### src/kps_pkg.sv
// ----------------------------------------------------------------------------
// kps_pkg
// Shared types and constants of the matrix keypad scanner: field widths,
// scan phase encoding, register indexes and keypad size codes.
// ----------------------------------------------------------------------------
package kps_pkg;

  // Payload widths
  localparam int unsigned RowW     = 5;
  localparam int unsigned ColW     = 4;
  localparam int unsigned CodeW    = 8;
  localparam int unsigned CfgIdxW  = 3;
  localparam int unsigned CfgDataW = 64;

  // Matrix limits and key table depth
  localparam int unsigned MaxLines     = 5;
  localparam int unsigned MaxColumns   = 4;
  localparam int unsigned TableEntries = 20;
  localparam int unsigned TableIdxW    = $clog2(TableEntries);

  // Key code reported when no key was seen
  localparam logic [CodeW-1:0] NoKey = 8'hFF;

  // Register indexes
  localparam logic [CfgIdxW-1:0] CfgKeypadSize  = 3'd0;
  localparam logic [CfgIdxW-1:0] CfgDebounceMs  = 3'd1;
  localparam logic [CfgIdxW-1:0] CfgKeyTableLow = 3'd2;
  localparam logic [CfgIdxW-1:0] CfgKeyTableMid = 3'd3;
  localparam logic [CfgIdxW-1:0] CfgKeyTableHi  = 3'd4;

  // Keypad size codes (any other code acts as 4x4)
  localparam logic [1:0] Size4x3 = 2'd1;
  localparam logic [1:0] Size5x3 = 2'd2;

  // Scan phases
  typedef enum logic [1:0] {
    PhDrive    = 2'd0,
    PhCheck    = 2'd1,
    PhDebounce = 2'd2,
    PhRelease  = 2'd3
  } phase_e;

endpackage

### src/kps_ifs.sv
// ----------------------------------------------------------------------------
// kps channel interfaces
// Valid/ready channels of the keypad scanner: pin samples in, scan results
// out, and the register write channel.
// ----------------------------------------------------------------------------

// Pin sample channel
interface kps_sample_if;
  logic                          valid;
  logic                          ready;
  logic [kps_pkg::RowW-1:0]      row_levels;
  logic                          ms_tick;

  modport source (output valid, output row_levels, output ms_tick, input ready);
  modport sink   (input valid, input row_levels, input ms_tick, output ready);
endinterface

// Scan result channel
interface kps_result_if;
  logic                          valid;
  logic                          ready;
  logic [kps_pkg::ColW-1:0]      column_drive;
  logic                          scan_done;
  logic                          key_found;
  logic [kps_pkg::CodeW-1:0]     key_code;

  modport source (output valid, output column_drive, output scan_done,
                  output key_found, output key_code, input ready);
  modport sink   (input valid, input column_drive, input scan_done,
                  input key_found, input key_code, output ready);
endinterface

// Register write channel
interface kps_cfg_if;
  logic                          valid;
  logic                          ready;
  logic [kps_pkg::CfgIdxW-1:0]   index;
  logic [kps_pkg::CfgDataW-1:0]  data;

  modport source (output valid, output index, output data, input ready);
  modport sink   (input valid, input index, input data, output ready);
endinterface

### src/matrix_keypad_scanner.sv
// The result of an accepted sample beat is registered and valid the next cycle.
// Throughput: one sample per cycle unless the sink stalls; the scan state
// advances once per beat; the result register frees whenever the sink takes it.
// Register writes are taken in any cycle and act from the next beat on.
// Reset (rst_ni low, asynchronous) clears the registers, drops the held key,
// puts the scan in the drive phase at column 0, line 0, and empties the result.
// ----------------------------------------------------------------------------
// matrix_keypad_scanner
// Column-driving keypad scanner with millisecond debounce and release wait;
// reports the last key found at the end of every full scan.
// ----------------------------------------------------------------------------
module matrix_keypad_scanner (
  input  logic                clk_i,
  input  logic                rst_ni,
  kps_cfg_if.sink             cfg_i,
  kps_sample_if.sink          sample_i,
  kps_result_if.source        result_o
);

  localparam logic [3:0] MaxLinesW = 4'(kps_pkg::MaxLines);

  // Configuration registers
  logic [1:0]                 keypad_size_q;
  logic [7:0]                 debounce_ms_q;
  logic [63:0]                key_table_low_q;
  logic [63:0]                key_table_mid_q;
  logic [31:0]                key_table_high_q;

  // Scan state
  kps_pkg::phase_e            phase_q, phase_d;
  logic [1:0]                 col_q, col_d;
  logic [2:0]                 line_q, line_d;
  logic [7:0]                 cnt_q, cnt_d;
  logic [kps_pkg::CodeW-1:0]  held_q, held_d;
  logic                       seen_q, seen_d;

  // Result register
  logic                       out_valid_q;
  logic [kps_pkg::ColW-1:0]   drive_q;
  logic                       done_q;
  logic                       found_q;
  logic [kps_pkg::CodeW-1:0]  code_q;

  logic                       in_fire;
  logic [3:0]                 lines;
  logic [2:0]                 cols;
  logic [3:0]                 used_cols;
  logic [3:0]                 drive;
  logic                       line_bit;
  logic                       hit;
  logic                       line_last;
  logic                       col_last;
  logic [4:0]                 tbl_idx;
  logic [kps_pkg::CodeW-1:0]  tbl_code;
  logic [kps_pkg::CodeW-1:0]  key_entries [kps_pkg::TableEntries];
  logic [159:0]               tbl_flat;
  logic [7:0]                 cnt_inc;
  logic                       advance;
  logic                       done;
  logic                       found;
  logic [kps_pkg::CodeW-1:0]  code;

  // Register writes are always taken
  assign cfg_i.ready = 1'b1;

  always_ff @(posedge clk_i or negedge rst_ni) begin
    if (!rst_ni) begin
      keypad_size_q    <= '0;
      debounce_ms_q    <= '0;
      key_table_low_q  <= '0;
      key_table_mid_q  <= '0;
      key_table_high_q <= '0;
    end else if (cfg_i.valid) begin
      unique case (cfg_i.index)
        kps_pkg::CfgKeypadSize:  keypad_size_q    <= cfg_i.data[1:0];
        kps_pkg::CfgDebounceMs:  debounce_ms_q    <= cfg_i.data[7:0];
        kps_pkg::CfgKeyTableLow: key_table_low_q  <= cfg_i.data;
        kps_pkg::CfgKeyTableMid: key_table_mid_q  <= cfg_i.data;
        kps_pkg::CfgKeyTableHi:  key_table_high_q <= cfg_i.data[31:0];
        default: ;
      endcase
    end
  end

  // Accept a sample whenever the result register is free or being drained
  assign sample_i.ready = !out_valid_q || result_o.ready;
  assign in_fire        = sample_i.valid && sample_i.ready;

  // Matrix geometry for the current size
  assign lines = (keypad_size_q == kps_pkg::Size5x3) ? 4'd5 : 4'd4;
  assign cols  = (keypad_size_q == kps_pkg::Size4x3 ||
                  keypad_size_q == kps_pkg::Size5x3) ? 3'd3 : 3'd4;
  assign used_cols = (cols == 3'd3) ? 4'h7 : 4'hF;
  assign drive     = used_cols & ~(4'b0001 << col_q);

  // Level of the line under test; lines past the pins read high
  assign line_bit = (4'(line_q) < 4'(kps_pkg::RowW)) ?
                    sample_i.row_levels[line_q] : 1'b1;

  assign hit = (4'(line_q) < lines) && (3'(col_q) < cols) &&
               (4'(line_q) < MaxLinesW) && !line_bit;

  assign line_last = !((4'(line_q) + 4'd1) < lines);
  assign col_last  = !((3'(col_q) + 3'd1) < cols);

  // Key table lookup at line*columns+column
  assign tbl_flat = {key_table_high_q, key_table_mid_q, key_table_low_q};
  always_comb begin
    for (int i = 0; i < kps_pkg::TableEntries; i++) begin
      key_entries[i] = tbl_flat[8*i +: 8];
    end
  end
  assign tbl_idx  = 5'(line_q) * 5'(cols) + 5'(col_q);
  assign tbl_code = (tbl_idx < 5'(kps_pkg::TableEntries)) ?
                    key_entries[tbl_idx[kps_pkg::TableIdxW-1:0]] : kps_pkg::NoKey;

  // Saturating debounce count
  assign cnt_inc = (sample_i.ms_tick && cnt_q != 8'hFF) ? cnt_q + 8'd1 : cnt_q;

  // Next scan state and result
  always_comb begin
    phase_d = phase_q;
    col_d   = col_q;
    line_d  = line_q;
    cnt_d   = cnt_q;
    held_d  = held_q;
    seen_d  = seen_q;
    advance = 1'b0;
    done    = 1'b0;
    found   = 1'b0;
    code    = kps_pkg::NoKey;

    unique case (phase_q)
      kps_pkg::PhDrive: begin
        line_d  = '0;
        phase_d = kps_pkg::PhCheck;
      end
      kps_pkg::PhCheck: begin
        if (hit) begin
          held_d  = tbl_code;
          seen_d  = 1'b1;
          cnt_d   = '0;
          phase_d = (debounce_ms_q == 8'd0) ? kps_pkg::PhRelease : kps_pkg::PhDebounce;
        end else begin
          advance = 1'b1;
        end
      end
      kps_pkg::PhDebounce: begin
        cnt_d = cnt_inc;
        if (cnt_inc >= debounce_ms_q) begin
          phase_d = kps_pkg::PhRelease;
        end
      end
      kps_pkg::PhRelease: begin
        advance = line_bit;
      end
    endcase

    // Step to the next line, then the next column, then end the scan
    if (advance) begin
      if (!line_last) begin
        line_d  = line_q + 3'd1;
        phase_d = kps_pkg::PhCheck;
      end else begin
        line_d  = '0;
        phase_d = kps_pkg::PhDrive;
        if (!col_last) begin
          col_d = col_q + 2'd1;
        end else begin
          col_d = '0;
          done  = 1'b1;
        end
      end
    end

    // Report and drop the held key at the end of a scan
    if (done) begin
      found  = seen_q;
      code   = seen_q ? held_q : kps_pkg::NoKey;
      held_d = kps_pkg::NoKey;
      seen_d = 1'b0;
    end
  end

  // Scan state advances once per accepted beat
  always_ff @(posedge clk_i or negedge rst_ni) begin
    if (!rst_ni) begin
      phase_q <= kps_pkg::PhDrive;
      col_q   <= '0;
      line_q  <= '0;
      cnt_q   <= '0;
      held_q  <= kps_pkg::NoKey;
      seen_q  <= 1'b0;
    end else if (in_fire) begin
      phase_q <= phase_d;
      col_q   <= col_d;
      line_q  <= line_d;
      cnt_q   <= cnt_d;
      held_q  <= held_d;
      seen_q  <= seen_d;
    end
  end

  // Result register
  always_ff @(posedge clk_i or negedge rst_ni) begin
    if (!rst_ni) begin
      out_valid_q <= 1'b0;
    end else if (in_fire) begin
      out_valid_q <= 1'b1;
    end else if (result_o.ready) begin
      out_valid_q <= 1'b0;
    end
  end

  always_ff @(posedge clk_i) begin
    if (in_fire) begin
      drive_q <= drive;
      done_q  <= done;
      found_q <= found;
      code_q  <= code;
    end
  end

  assign result_o.valid        = out_valid_q;
  assign result_o.column_drive = drive_q;
  assign result_o.scan_done    = done_q;
  assign result_o.key_found    = found_q;
  assign result_o.key_code     = code_q;

`ifndef NO_ASSERTIONS
  // A key is only reported at the end of a scan
  assert property (@(posedge clk_i) disable iff (!rst_ni)
    result_o.valid && result_o.key_found |-> result_o.scan_done)
    else $error("key reported outside a scan end");

  // No key seen means the held code is the empty code
  assert property (@(posedge clk_i) disable iff (!rst_ni)
    !seen_q |-> held_q == kps_pkg::NoKey)
    else $error("held key without a seen flag");

  // The drive phase always starts at the first line
  assert property (@(posedge clk_i) disable iff (!rst_ni)
    phase_q == kps_pkg::PhDrive |-> line_q == 3'd0)
    else $error("drive phase with nonzero line");

  // Every accepted beat leaves a result behind
  assert property (@(posedge clk_i) disable iff (!rst_ni)
    in_fire |=> out_valid_q)
    else $error("accepted beat produced no result");
`endif

endmodule
### src/flat_wrapper.sv
// flat-port wrapper written by rule: the top's interface ports become plain ports
module matrix_keypad_scanner_flat 
  (clk_i, rst_ni, cfg_i_valid, cfg_i_index, cfg_i_data, cfg_i_ready, sample_i_valid, sample_i_row_levels, sample_i_ms_tick, sample_i_ready, result_o_valid, result_o_column_drive, result_o_scan_done, result_o_key_found, result_o_key_code, result_o_ready);
  kps_cfg_if cfg_i_i ();
  kps_sample_if sample_i_i ();
  kps_result_if result_o_i ();
  input  logic clk_i;
  input  logic rst_ni;
  input wire logic [$bits(cfg_i_i.valid)-1:0] cfg_i_valid;
  input wire logic [$bits(cfg_i_i.index)-1:0] cfg_i_index;
  input wire logic [$bits(cfg_i_i.data)-1:0] cfg_i_data;
  output wire logic [$bits(cfg_i_i.ready)-1:0] cfg_i_ready;
  input wire logic [$bits(sample_i_i.valid)-1:0] sample_i_valid;
  input wire logic [$bits(sample_i_i.row_levels)-1:0] sample_i_row_levels;
  input wire logic [$bits(sample_i_i.ms_tick)-1:0] sample_i_ms_tick;
  output wire logic [$bits(sample_i_i.ready)-1:0] sample_i_ready;
  output wire logic [$bits(result_o_i.valid)-1:0] result_o_valid;
  output wire logic [$bits(result_o_i.column_drive)-1:0] result_o_column_drive;
  output wire logic [$bits(result_o_i.scan_done)-1:0] result_o_scan_done;
  output wire logic [$bits(result_o_i.key_found)-1:0] result_o_key_found;
  output wire logic [$bits(result_o_i.key_code)-1:0] result_o_key_code;
  input wire logic [$bits(result_o_i.ready)-1:0] result_o_ready;
  assign cfg_i_i.valid = cfg_i_valid;
  assign cfg_i_i.index = cfg_i_index;
  assign cfg_i_i.data = cfg_i_data;
  assign cfg_i_ready = cfg_i_i.ready;
  assign sample_i_i.valid = sample_i_valid;
  assign sample_i_i.row_levels = sample_i_row_levels;
  assign sample_i_i.ms_tick = sample_i_ms_tick;
  assign sample_i_ready = sample_i_i.ready;
  assign result_o_valid = result_o_i.valid;
  assign result_o_column_drive = result_o_i.column_drive;
  assign result_o_scan_done = result_o_i.scan_done;
  assign result_o_key_found = result_o_i.key_found;
  assign result_o_key_code = result_o_i.key_code;
  assign result_o_i.ready = result_o_ready;
  matrix_keypad_scanner u_core (.clk_i(clk_i), .rst_ni(rst_ni), .cfg_i(cfg_i_i), .sample_i(sample_i_i), .result_o(result_o_i));
endmodule
### config.mk
export PLATFORM = sky130hd
export DESIGN_NAME = matrix_keypad_scanner_flat
export DESIGN_NICKNAME = d
export VERILOG_FILES = /design/src/kps_pkg.sv /design/src/kps_ifs.sv /design/src/matrix_keypad_scanner.sv /design/src/flat_wrapper.sv
export SDC_FILE = /design/constraint.sdc
export NUM_CORES = 1
export LEC_CHECK = 0
export ABC_AREA = 1
export ABC_CLOCK_PERIOD_IN_PS = 4400
export BUFFER_PORTS_ARGS = -buffer_cell sky130_fd_sc_hd__buf_2
export CAP_MARGIN = 10
export CORE_MARGIN = 3
export CORE_UTILIZATION = 32
export CTS_CLUSTER_SIZE = 30
export DETAILED_ROUTE_END_ITERATION = 8
export HOLD_SLACK_MARGIN = 0.15
export PLACE_DENSITY = 0.58
export SYNTH_ARGS = -nofsm -noshare
export SYNTH_HDL_FRONTEND = slang
export SYNTH_SLANG_ARGS = --single-unit
### constraint.sdc
create_clock -name clk_i -period 4.4 [get_ports clk_i]
set_clock_uncertainty 0.2 [all_clocks]
set_input_delay 0.88 -clock clk_i [delete_from_list [all_inputs] [get_ports clk_i]]
set_output_delay 0.88 -clock clk_i [all_outputs]
set_load 0.1 [all_outputs]
==> After elaboration in Yosys (flattened, before gate mapping) <==
Index checks and enable logic that the tools add are counted.
{ "word_totals": {"in_bits": 78, "wordCells": 116, "register_bits": 209} }
{ "op_classes": {"muxes": 36, "add_sub_neg": 6, "reduce_logical": 29, "multipliers": 1, "n_lt_le_gt_ge": 9, "n_shift": 1, "eq_ne": 14, "bitwise_logic": 4} }
{ "op_table": {"columns": ["cell", "n"], "rows": [
  ["2-to-1 mux 8 bit", 8],
  ["binary-select mux 8 bit (select 5 bit)", 1],
  ["one-hot mux 8 bit (2 select lines)", 1],
  ["2-to-1 mux 1 bit", 14],
  ["AND reduction 2 bit", 7],
  ["2-to-1 mux 3 bit", 4],
  ["nonzero test 2 bit", 5],
  ["equality test 3 x 2 -> 1 bit, second input constant", 3],
  ["AND reduction 3 bit", 3],
  ["adder 8 x 1 -> 8 bit, second input constant", 1],
  ["greater-or-equal comparator 8 bit", 1],
  ["zero test 8 bit", 1],
  ["2-to-1 mux 2 bit", 4],
  ["!= test 8 bit, second input constant", 1],
  ["equality test 2 bit, second input constant", 3],
  ["greater-or-equal comparator 6 bit, second input constant", 1],
  ["!= test 3 x 1 -> 1 bit, second input constant", 2],
  ["inverter 5 -> 6 bit", 1],
  ["one-hot mux 2 bit (3 select lines)", 1],
  ["adder 5 x 2 -> 5 bit", 1],
  ["logical AND 1 bit", 5],
  ["< comparator 5 bit, second input constant", 1],
  ["multiplier 3 x 3 -> 5 bit", 1],
  ["adder 3 x 1 -> 4 bit, second input constant", 1],
  ["26 further kinds", 29]
]} }

==> Depth between registers and ports, before layout <==
Gate-level depths: netlist (run 1).
{ "depth": {"depth_word": 13, "ltp_mapped": 22, "ltp_nobuf": 22} }

==> Worst setup path after synthesis (run 1) <==
No wires, ideal clock.
{ "synth_timing": {"kind": "flip-flop to flip-flop", "from": "reg u_core.keypad_size_q[1]", "to": "reg u_core.held_q[7] in the netlist's numbering", "stages_incl_launch_ff": 17, "setup_time_ps": 76, "slack_ps": 983, "synth_period_minus_slack_ps": 3417, "t_arrival_ps": 3141, "required_ps": 4124, "path_cell_list": "dfrtp_1 -> ha_1 -> nor2_1 -> o21bai_1 -> ha_1 -> ha_1 -> fa_1 -> buf_4 -> clkinv_1 -> nor2_4 -> nand2_1 -> nand2_1 -> nor2_1 -> a21oi_1 -> nand2_1 -> nand3_1 -> nand2_1"} }
{ "synth_via": {"elab_chain_cells": 13, "elab_cells_between_ends": 31, "cone_classes": "add/sub: 1; mul: 1; order compare: 5; eq/ne: 2; mux: 14; bitwise: 1; reduce/logical: 7"} }
{ "synth_rtl": {"columns": ["element", "line_no", "text"], "rows": [
  ["start: declaration", "matrix_keypad_scanner.sv:23", "logic [1:0] keypad_size_q;"],
  ["start signal: assignment", "matrix_keypad_scanner.sv:75", "kps_pkg::CfgKeypadSize: keypad_size_q <= cfg_i.data[1:0];"],
  ["equality test 2 x 1 -> 1 bit / equality test 2 bit (equally long branches)", "matrix_keypad_scanner.sv:91, matrix_keypad_scanner.sv:90, matrix_keypad_scanner.sv:92", null],
  ["logical OR 1 bit", "matrix_keypad_scanner.sv:91", "assign cols = (keypad_size_q == kps_pkg::Size4x3 ||"],
  ["2-to-1 mux 3 bit", "matrix_keypad_scanner.sv:92", "keypad_size_q == kps_pkg::Size5x3) ? 3'd3 : 3'd4;"],
  ["multiplier 3 x 3 -> 5 bit", "matrix_keypad_scanner.sv:113", "assign tbl_idx = 5'(line_q) * 5'(cols) + 5'(col_q);"],
  ["adder 5 x 2 -> 5 bit", "matrix_keypad_scanner.sv:113", null],
  ["inverter 5 -> 6 bit (not written as such)", "matrix_keypad_scanner.sv:115", "key_entries[tbl_idx[kps_pkg::TableIdxW-1:0]] : kps_pkg::NoKey;"],
  ["binary-select mux 8 bit (select 5 bit)", "matrix_keypad_scanner.sv:115", null],
  ["2-to-1 mux 8 bit (not written as such) (2 in a row)", "matrix_keypad_scanner.sv:115", null],
  ["2-to-1 mux 8 bit", "matrix_keypad_scanner.sv:114", "assign tbl_code = (tbl_idx < 5'(kps_pkg::TableEntries)) ?"],
  ["2-to-1 mux 8 bit", "matrix_keypad_scanner.sv:139", "if (hit) begin"],
  ["2-to-1 mux 8 bit", "matrix_keypad_scanner.sv:133", "unique case (phase_q)"],
  ["2-to-1 mux 8 bit", "matrix_keypad_scanner.sv:177", "if (done) begin"],
  ["end signal: assignment", "matrix_keypad_scanner.sv:192", "held_q <= kps_pkg::NoKey;"],
  ["end signal: assignment", "matrix_keypad_scanner.sv:199", "held_q <= held_d;"],
  ["end: declaration", "matrix_keypad_scanner.sv:34", "logic [kps_pkg::CodeW-1:0] held_q, held_d;"]
]} }
Several ways; a longest one is shown, not always the timed one. The select of a mux whose other input is x is not followed.
A chain may end at the register's enable or synchronous reset.

==> Worst setup path in the final report (run 1) <==
{ "layout_timing": {"from": "reg u_core.keypad_size_q[0]", "to": "reg u_core.held_q[7] in the netlist's numbering"} }
The elaborated chain is that of the path after synthesis.

==> results of run 1 <==
## logic make-up after synthesis
logic type	count (synthesis)	share of synthesized area, %
buffers and inverters	242	9.164
flip-flops	209	50.12
adder cells (fa/ha/maj)	32	3.850
other	1	0.03539
XOR/XNOR	6	0.4960
AO/OA/AOI/OAI	248	11.90
AND/OR/NAND/NOR	630	24.43
## state kept, by name, summed over array words and instances, names as in the netlist
register	count
u_core.cnt_q	8
u_core.col_q	2
u_core.debounce_ms_q	8
u_core.held_q	8
u_core.key_table_high_q	32
u_core.key_table_low_q	64
u_core.key_table_mid_q	64
u_core.keypad_size_q	2
u_core.line_q	3
u_core.phase_q	2
u_core.result_o.column_drive	4
u_core.result_o.key_code	8
u_core.result_o.key_found	1
u_core.result_o.scan_done	1
u_core.result_o.valid	1
u_core.seen_q	1
## synthesized netlist by cell type (all sizes together)
library cell and count:
a21oi 10, xor2 5, nor4 2, clkinv 1, nand3 83, edfxtp 14
dfstp 8, inv 172, nand4 8, xnor2 1, o22ai 3, nor3 3
o21bai 3, conb 1, o21ai 230, o211ai 1, fa 1, clkbuf 39
ha 31, dfrtp 187, nor2 122, o21a 1, nand2 412, buf 30
## worst paths after layout
kind,startpoint,end,slack (ns),cells after the start
min in group clk_i,u_core.held_q[1],u_core.held_q[1],0.27,2
max reg2reg,u_core.keypad_size_q[0],u_core.held_q[7],0.46,16
max,u_core.keypad_size_q[0],u_core.held_q[7],0.46,16
min,rst_ni,u_core.result_o.valid,0.17,1
min reg2reg,u_core.held_q[1],u_core.held_q[1],0.27,2
max in group asynchronous,rst_ni,u_core.held_q[3],2.94,2
## layer usage
metal  up-vias  wire, µm  track usage [%]
met5         -         0                0
met4         0       773            4.127
met3        52      1627            2.561
met2       232     12690            25.04
met1      4188     13520            23.36
li1       4442         -                -
## through the flow
| step | hold WS, ns | cell area (µm²) | setup slack (ns) |
|---|---|---|---|
| 6_report | 0.1663 | 12360 | 0.4591 |
| 5_1_grt | 0.2271 | 12360 | 0.2027 |
| 4_1_cts | 0.2101 | 12360 | 0.4821 |
| 3_5_place_dp | 0.2582 | 11520 | 0.5073 |
| 3_3_place_gp | 0.2537 | 11520 | 0.5790 |
| 2_1_floorplan | 0.2419 | 10600 | 0.9832 |
## area by class of cell
| class | instances | area [µm²] |
|---|---|---|
| timing repair buffer | 111 | 659.4 |
| multi-input combinational | 917 | 4342 |
| clock buffer | 28 | 646.9 |
| sequential | 209 | 5310 |
| inverter | 173 | 651.9 |
| clock inverter | 17 | 193.9 |
| fill | 3401 | 20260 |
| tap | 442 | 553.0 |
## layout by cell type, fill, tap and decap left out, types with 2 or more instances in the layout
master,synthesis,routed
dfrtp_1,187,187
nand3_1,82,80
nand2_4,5,6
nor2_1,116,116
bufinv_16,0,4
xor2_1,5,5
o21ai_0,221,221
o21ai_1,9,9
inv_1,166,166
clkbuf_1,39,2
clkbuf_16,0,25
clkinv_1,1,3
nand2_1,405,404
nor3_1,3,3
clkinvlp_4,0,3
dfstp_2,8,8
o22ai_1,3,3
clkbuf_8,0,2
nor2_2,2,2
nor2_4,3,3
clkinv_2,0,7
buf_2,21,92
ha_1,31,30
nand2_2,2,2
o21bai_1,3,3
a21oi_1,9,9
nor4_1,2,2
edfxtp_1,14,14
nand3_2,1,2
inv_2,5,5
buf_12,0,4
buf_4,5,14
nand4_1,8,8
## power by group through the flow
stage                     Clock, mW  Sequential [mW]  Combinational [mW]
final                          2.12             2.62                4.05
after detailed placement          0             2.65                4.04
after CTS                      2.18             2.62                4.07
after global routing           2.25             2.67                4.58
after global placement            0             2.64                4.03
after floorplan                   0             2.62                2.84
## worst max-delay path, stage by stage (launching register included)
cell and delay (ns):
dfrtp_1 0.35, inv_1 0.05, ha_1 0.43, nor2_1 0.11, o21bai_1 0.17, ha_1 0.27, ha_1 0.34, fa_1 0.91
clkinv_1 0.25, nor2_4 0.27, nand2_1 0.09, nand2_1 0.07, nor2_1 0.04, a21oi_1 0.13, nand2_1 0.07, nand3_1 0.09
nand2_1 0.06
==> results.json, run 1 <==
{
  "cts_root_buf": "clkbuf_16",
  "die_h_um": 188.0,
  "p_leak_nw": 6.343,
  "synth_nets": 1478,
  "synth-seq-area-share_pct": 50.12,
  "clock_latency_ns": 0.52,
  "ys_ff_latch": 209,
  "path_max_fanout": 10,
  "finalCritPeriodShare_pct": 89.57,
  "worst_pin_slew_ns": 1.030,
  "die_w_um": 188.0,
  "grt_pass1_vias": 8558,
  "max_freq_mhz": 253.7,
  "pwr-share-seq_pct": 29.8,
  "rsz0062_at_grt": "no",
  "setup.worst_path.start_class": "register",
  "grt_first_pass_wirelength_um": 46220,
  "synth_cell_types": 37,
  "power.share.clock_pct": 24.2,
  "grt.total_usage_pct": 16.07,
  "powerDensity_nw_per_um2": 711.9,
  "drv_slew": 0,
  "hold_path.class": "in -> async",
  "syn2layout_area_growth_pct": 16.63,
  "cts_max_level": 1,
  "place.gp.congestion": 0.8926,
  "dp_hpwl_um": 19840,
  "yosys.area.top_type_share_pct": 44.17,
  "placeableCoreArea_um2": 32620,
  "endpoint_kind": "register",
  "clkTransAtPathRegs_ns": 0.06,
  "drc": 0,
  "status": "completed",
  "drt-total-wl_um": 28610,
  "dpl.cell_count": 1852,
  "cts_setup_buffers": 0,
  "vias": 8914,
  "num_rows": 66,
  "drt-vias-per-instance": 4.699,
  "finalSetupTns_ns": 0,
  "dieArea_um2": 35330,
  "hold_viol": 0,
  "vdd_drop_max_mv": 0.3934,
  "critical_path_required_ns": 4.66,
  "ctsHoldBuffers": 0,
  "synth_top_area_cell": "dfrtp_1",
  "antenna_cells": 0,
  "dr.first_iter.drc_count": 697,
  "cts_buffer_depth": 3,
  "clock_sinks": 209,
  "io_buffers": 93,
  "cp_data_arrival_time_ns": 4.20,
  "io_pins": 95,
  "criticalPathCategory": "reg -> reg",
  "grt_overflow": 0,
  "fin_util_pct": 37.88,
  "cts_resized": 0,
  "avgSynthCellArea_um2": 7.745,
  "synth_area_um2": 10600,
  "syn_inst": 1368,
  "cts_tree": "yes",
  "combinationalPowerShare_pct": 46.0,
  "antenna_found_initial": 1,
  "final_antenna_net_count": 0,
  "p_switching_mw": 3.814,
  "intPower_mw": 4.983,
  "max_slew_margin_pct": 31.36,
  "nNetsFinal": 1547,
  "grt_start_max_net_pins": 104,
  "layout.cells.non_filler": 1897,
  "dr.pass1.iters": 5,
  "wl_per_cell_um": 15.08,
  "swShare_pct": 43.35,
  "numCtsBuffers": 25,
  "synth_top_cells_by_area": "dfrtp_1, nand2_1, o21ai_0, inv_1, nor2_1",
  "initial_core_util_pct": 32.48,
  "period_needed_ns": 3.941,
  "synth_warnings": 0,
  "setup_viol": 0,
  "cap_violations": 0,
  "p_total_mw": 8.797,
  "drive_gt1_share_pct": 12.71
}
No activity file was read; power rests on OpenSTA's default activity.
==> run 2: changes to the inputs <==
--- a/config.mk
+++ b/config.mk
@@ -5,8 +5,7 @@
 export SDC_FILE = /design/constraint.sdc
 export NUM_CORES = 1
 export LEC_CHECK = 0
-export ABC_AREA = 1
-export ABC_CLOCK_PERIOD_IN_PS = 4400
+export ABC_CLOCK_PERIOD_IN_PS = 5100
 export BUFFER_PORTS_ARGS = -buffer_cell sky130_fd_sc_hd__buf_2
 export CAP_MARGIN = 10
 export CORE_MARGIN = 3
==> constraint.sdc (replaced) <==
create_clock -name clk_i -period 5.1 [get_ports clk_i]
set_clock_uncertainty 0.2 [all_clocks]
set_input_delay 1.02 -clock clk_i [delete_from_list [all_inputs] [get_ports clk_i]]
set_output_delay 1.02 -clock clk_i [all_outputs]
set_load 0.1 [all_outputs]
==> run 2 against run 1 <==
Net effect:
- first-iteration DRC count shrank 63%
- utilization grew 0.31 points
- critical endpoint is now u_core.held_q[1]
- largest power group unchanged
- largest cell class unchanged
- hold slack gained 0.14 ns
- critical path depth shrank 6
- sequential power shrank 11%
- combinational power shrank 34%
- synthesized cell count shrank 49%
- register-to-register slack gained 0.56 ns
- non-clock buffer count shrank 6
- maximum frequency shrank 3.4%
==> results.json, run 2 <==
{
  "status": "completed",
  "io_buffers": 93,
  "yosys.area.top_type_share_pct": 46.40,
  "numCtsBuffers": 23,
  "drc": 0,
  "synth_nets": 801,
  "finalCritPeriodShare_pct": 79.96,
  "powerDensity_nw_per_um2": 564.1,
  "placeableCoreArea_um2": 30830,
  "setup.worst_path.start_class": "register",
  "dieArea_um2": 33690,
  "drive_gt1_share_pct": 46.77,
  "cts_root_buf": "clkbuf_16",
  "layout.cells.non_filler": 1201,
  "finalSetupTns_ns": 0,
  "hold_depth": 1,
  "synth_cell_types": 58,
  "endpoint_kind": "register",
  "ctsHoldBuffers": 0,
  "critical_path_required_ns": 5.34,
  "cts_setup_buffers": 0,
  "period_needed_ns": 4.078,
  "layout_commonest_cell": "dfrtp_1",
  "layout_common_cells": "dfrtp_1, mux2_2, buf_2",
  "die_w_um": 183.5,
  "hold_start": "u_core.key_table_mid_q[56]",
  "max_freq_mhz": 245.2,
  "synth_async_sr_flop_share_pct": 93.30,
  "yosys-top-cells-count": "dfrtp_1, mux2_2, mux4_2",
  "num_rows": 64,
  "r2r_slack_ns": 1.02,
  "max_slew_margin_pct": 29.88,
  "syn2layout_area_growth_pct": 16.73,
  "hold_end": "u_core.key_table_mid_q[56]",
  "ys_ff_latch": 209,
  "yosysMostFrequentCell": "dfrtp_1",
  "synth_warnings": 0,
  "cp_data_arrival_time_ns": 4.32,
  "die_h_um": 183.5,
  "drv_slew": 0,
  "cts_buffer_depth": 3,
  "drt-vias-per-instance": 5.072,
  "dpl.cell_count": 1159,
  "grt.total_usage_pct": 14.39,
  "grt_overflow": 0,
  "synth_edf_count": 14,
  "drt-total-wl_um": 23890,
  "grt_pass1_vias": 6411,
  "dr.first_iter.drc_count": 260,
  "reg_top3": "u_core.key_table_low_q: 64 flops, u_core.key_table_mid_q: 64 flops, u_core.key_table_high_q: 32 flops",
  "hold_path.class": "reg -> reg",
  "synth_top_cells_by_area": "dfrtp_1, mux2_2, mux4_2, edfxtp_1, ha_1",
  "path_max_fanout": 37,
  "synth_top_area_cell": "dfrtp_1",
  "r2r_cells": 10,
  "criticalPathCategory": "reg -> reg",
  "synth-seq-area-share_pct": 52.65,
  "syn_inst": 691,
  "clock_latency_ns": 0.53,
  "wl_per_cell_um": 19.89,
  "initial_core_util_pct": 32.72,
  "cts_tree": "yes",
  "grt_start_max_net_pins": 106,
  "antenna_found_initial": 3,
  "cts_max_level": 1,
  "rsz0062_at_grt": "no",
  "grt_first_pass_wirelength_um": 37890,
  "cap_violations": 0,
  "place.gp.congestion": 0.7668,
  "hold_viol": 0,
  "r2r-end": "u_core.held_q[1]",
  "vias": 6092,
  "cts_resized": 0,
  "avgSynthCellArea_um2": 14.60,
  "dp_hpwl_um": 16560,
  "final_antenna_net_count": 0,
  "synthFlopType": "dfrtp_1",
  "dr.pass1.iters": 4,
  "synth_area_um2": 10090,
  "p_leak_nw": 5.016,
  "p_total_mw": 6.641,
  "clock_sinks": 209,
  "io_pins": 95,
  "worst_pin_slew_ns": 1.052,
  "nNetsFinal": 898,
  "setup_viol": 0,
  "r2r_start": "u_core.keypad_size_q[0]",
  "clkTransAtPathRegs_ns": 0.06,
  "vdd_drop_max_mv": 0.2860
}
## run 2: changes by cell type in the layout (fill, tap and decap cells not counted), sizes merged, moves of 48 or more
cell,delta
nand2,-384
inv,-144
mux4,+48
mux2,+165
nand3,-73
nor2,-116
o21ai,-214
## run 2: critical path, stage by stage, from the launching register on
cell and delay [ns]:
dfrtp_1 0.33, inv_1 0.05, ha_1 0.41, nor2b_1 0.23, ha_1 0.26, ha_1 0.28, ha_2 0.99, mux4_2 0.42
mux4_1 0.51, or2_1 0.21, o221a_2 0.12
## run 2: metrics by stage
stage          util (%)  instance area (µm²)  setup slack (ns)  hold WS, ns
6_report          38.19                11770             1.022       0.3022
5_1_grt           38.18                11770            0.8549       0.3063
4_1_cts           38.18                11770             1.005       0.3044
3_5_place_dp      35.74                11020             1.044       0.2909
3_3_place_gp      35.74                11020             1.111       0.2871
2_1_floorplan         -                10090             1.184       0.2739
## run 2: worst max path at each step
stage,start,to,slack (ns),depth (start not counted)
after floorplan,u_core.keypad_size_q[1],u_core.held_q[0],1.18,10
after global placement,u_core.keypad_size_q[0],u_core.held_q[3],1.11,10
after detailed placement,u_core.keypad_size_q[1],u_core.held_q[5],1.04,9
after CTS,u_core.keypad_size_q[1],u_core.held_q[1],1.01,9
after global routing,u_core.keypad_size_q[0],u_core.held_q[1],0.85,10
final,u_core.keypad_size_q[0],u_core.held_q[1],1.02,10
## run 2: where the power goes
group	leakage, nW	internal (mW)	switching [mW]
sequential	2.45	2.08	0.244
combinational	2.19	1.43	1.22
clock	0.375	0.976	0.683
## run 2: kinds of logic (layout without fill, tap and decap cells)
family	after synthesis	after routing	synth area share, %
AOI/OAI and AO/OA	68	68	5.099
xor gates and xnor gates	10	10	0.8684
adders and majority gates	32	32	4.044
buffers and inverters	60	173	2.506
DFF	209	209	52.65
muxes	217	217	29.80
other	1	2	0.03718
and+or+nand+nor	94	94	4.999
## run 2: metal layers
layer	GRT usage (%)	vias up	wire length [µm]
met4	2.559	4	344
met1	19.27	3176	10430
met5	0	-	22
met2	24.76	109	11880
li1	-	2772	-
met3	2.731	31	1204
## run 2: final cells by class
type | count | area (µm²)
Inverter | 27 | 101.3
Antenna cell | 1 | 2.502
Timing Repair Buffer | 105 | 564.3
Clock buffer | 34 | 678.2
Multi-Input combinational cell | 422 | 4547
Sequential cell | 209 | 5310
Clock inverter | 7 | 75.07
Tap cell | 396 | 495.5
Fill cell | 2932 | 19060
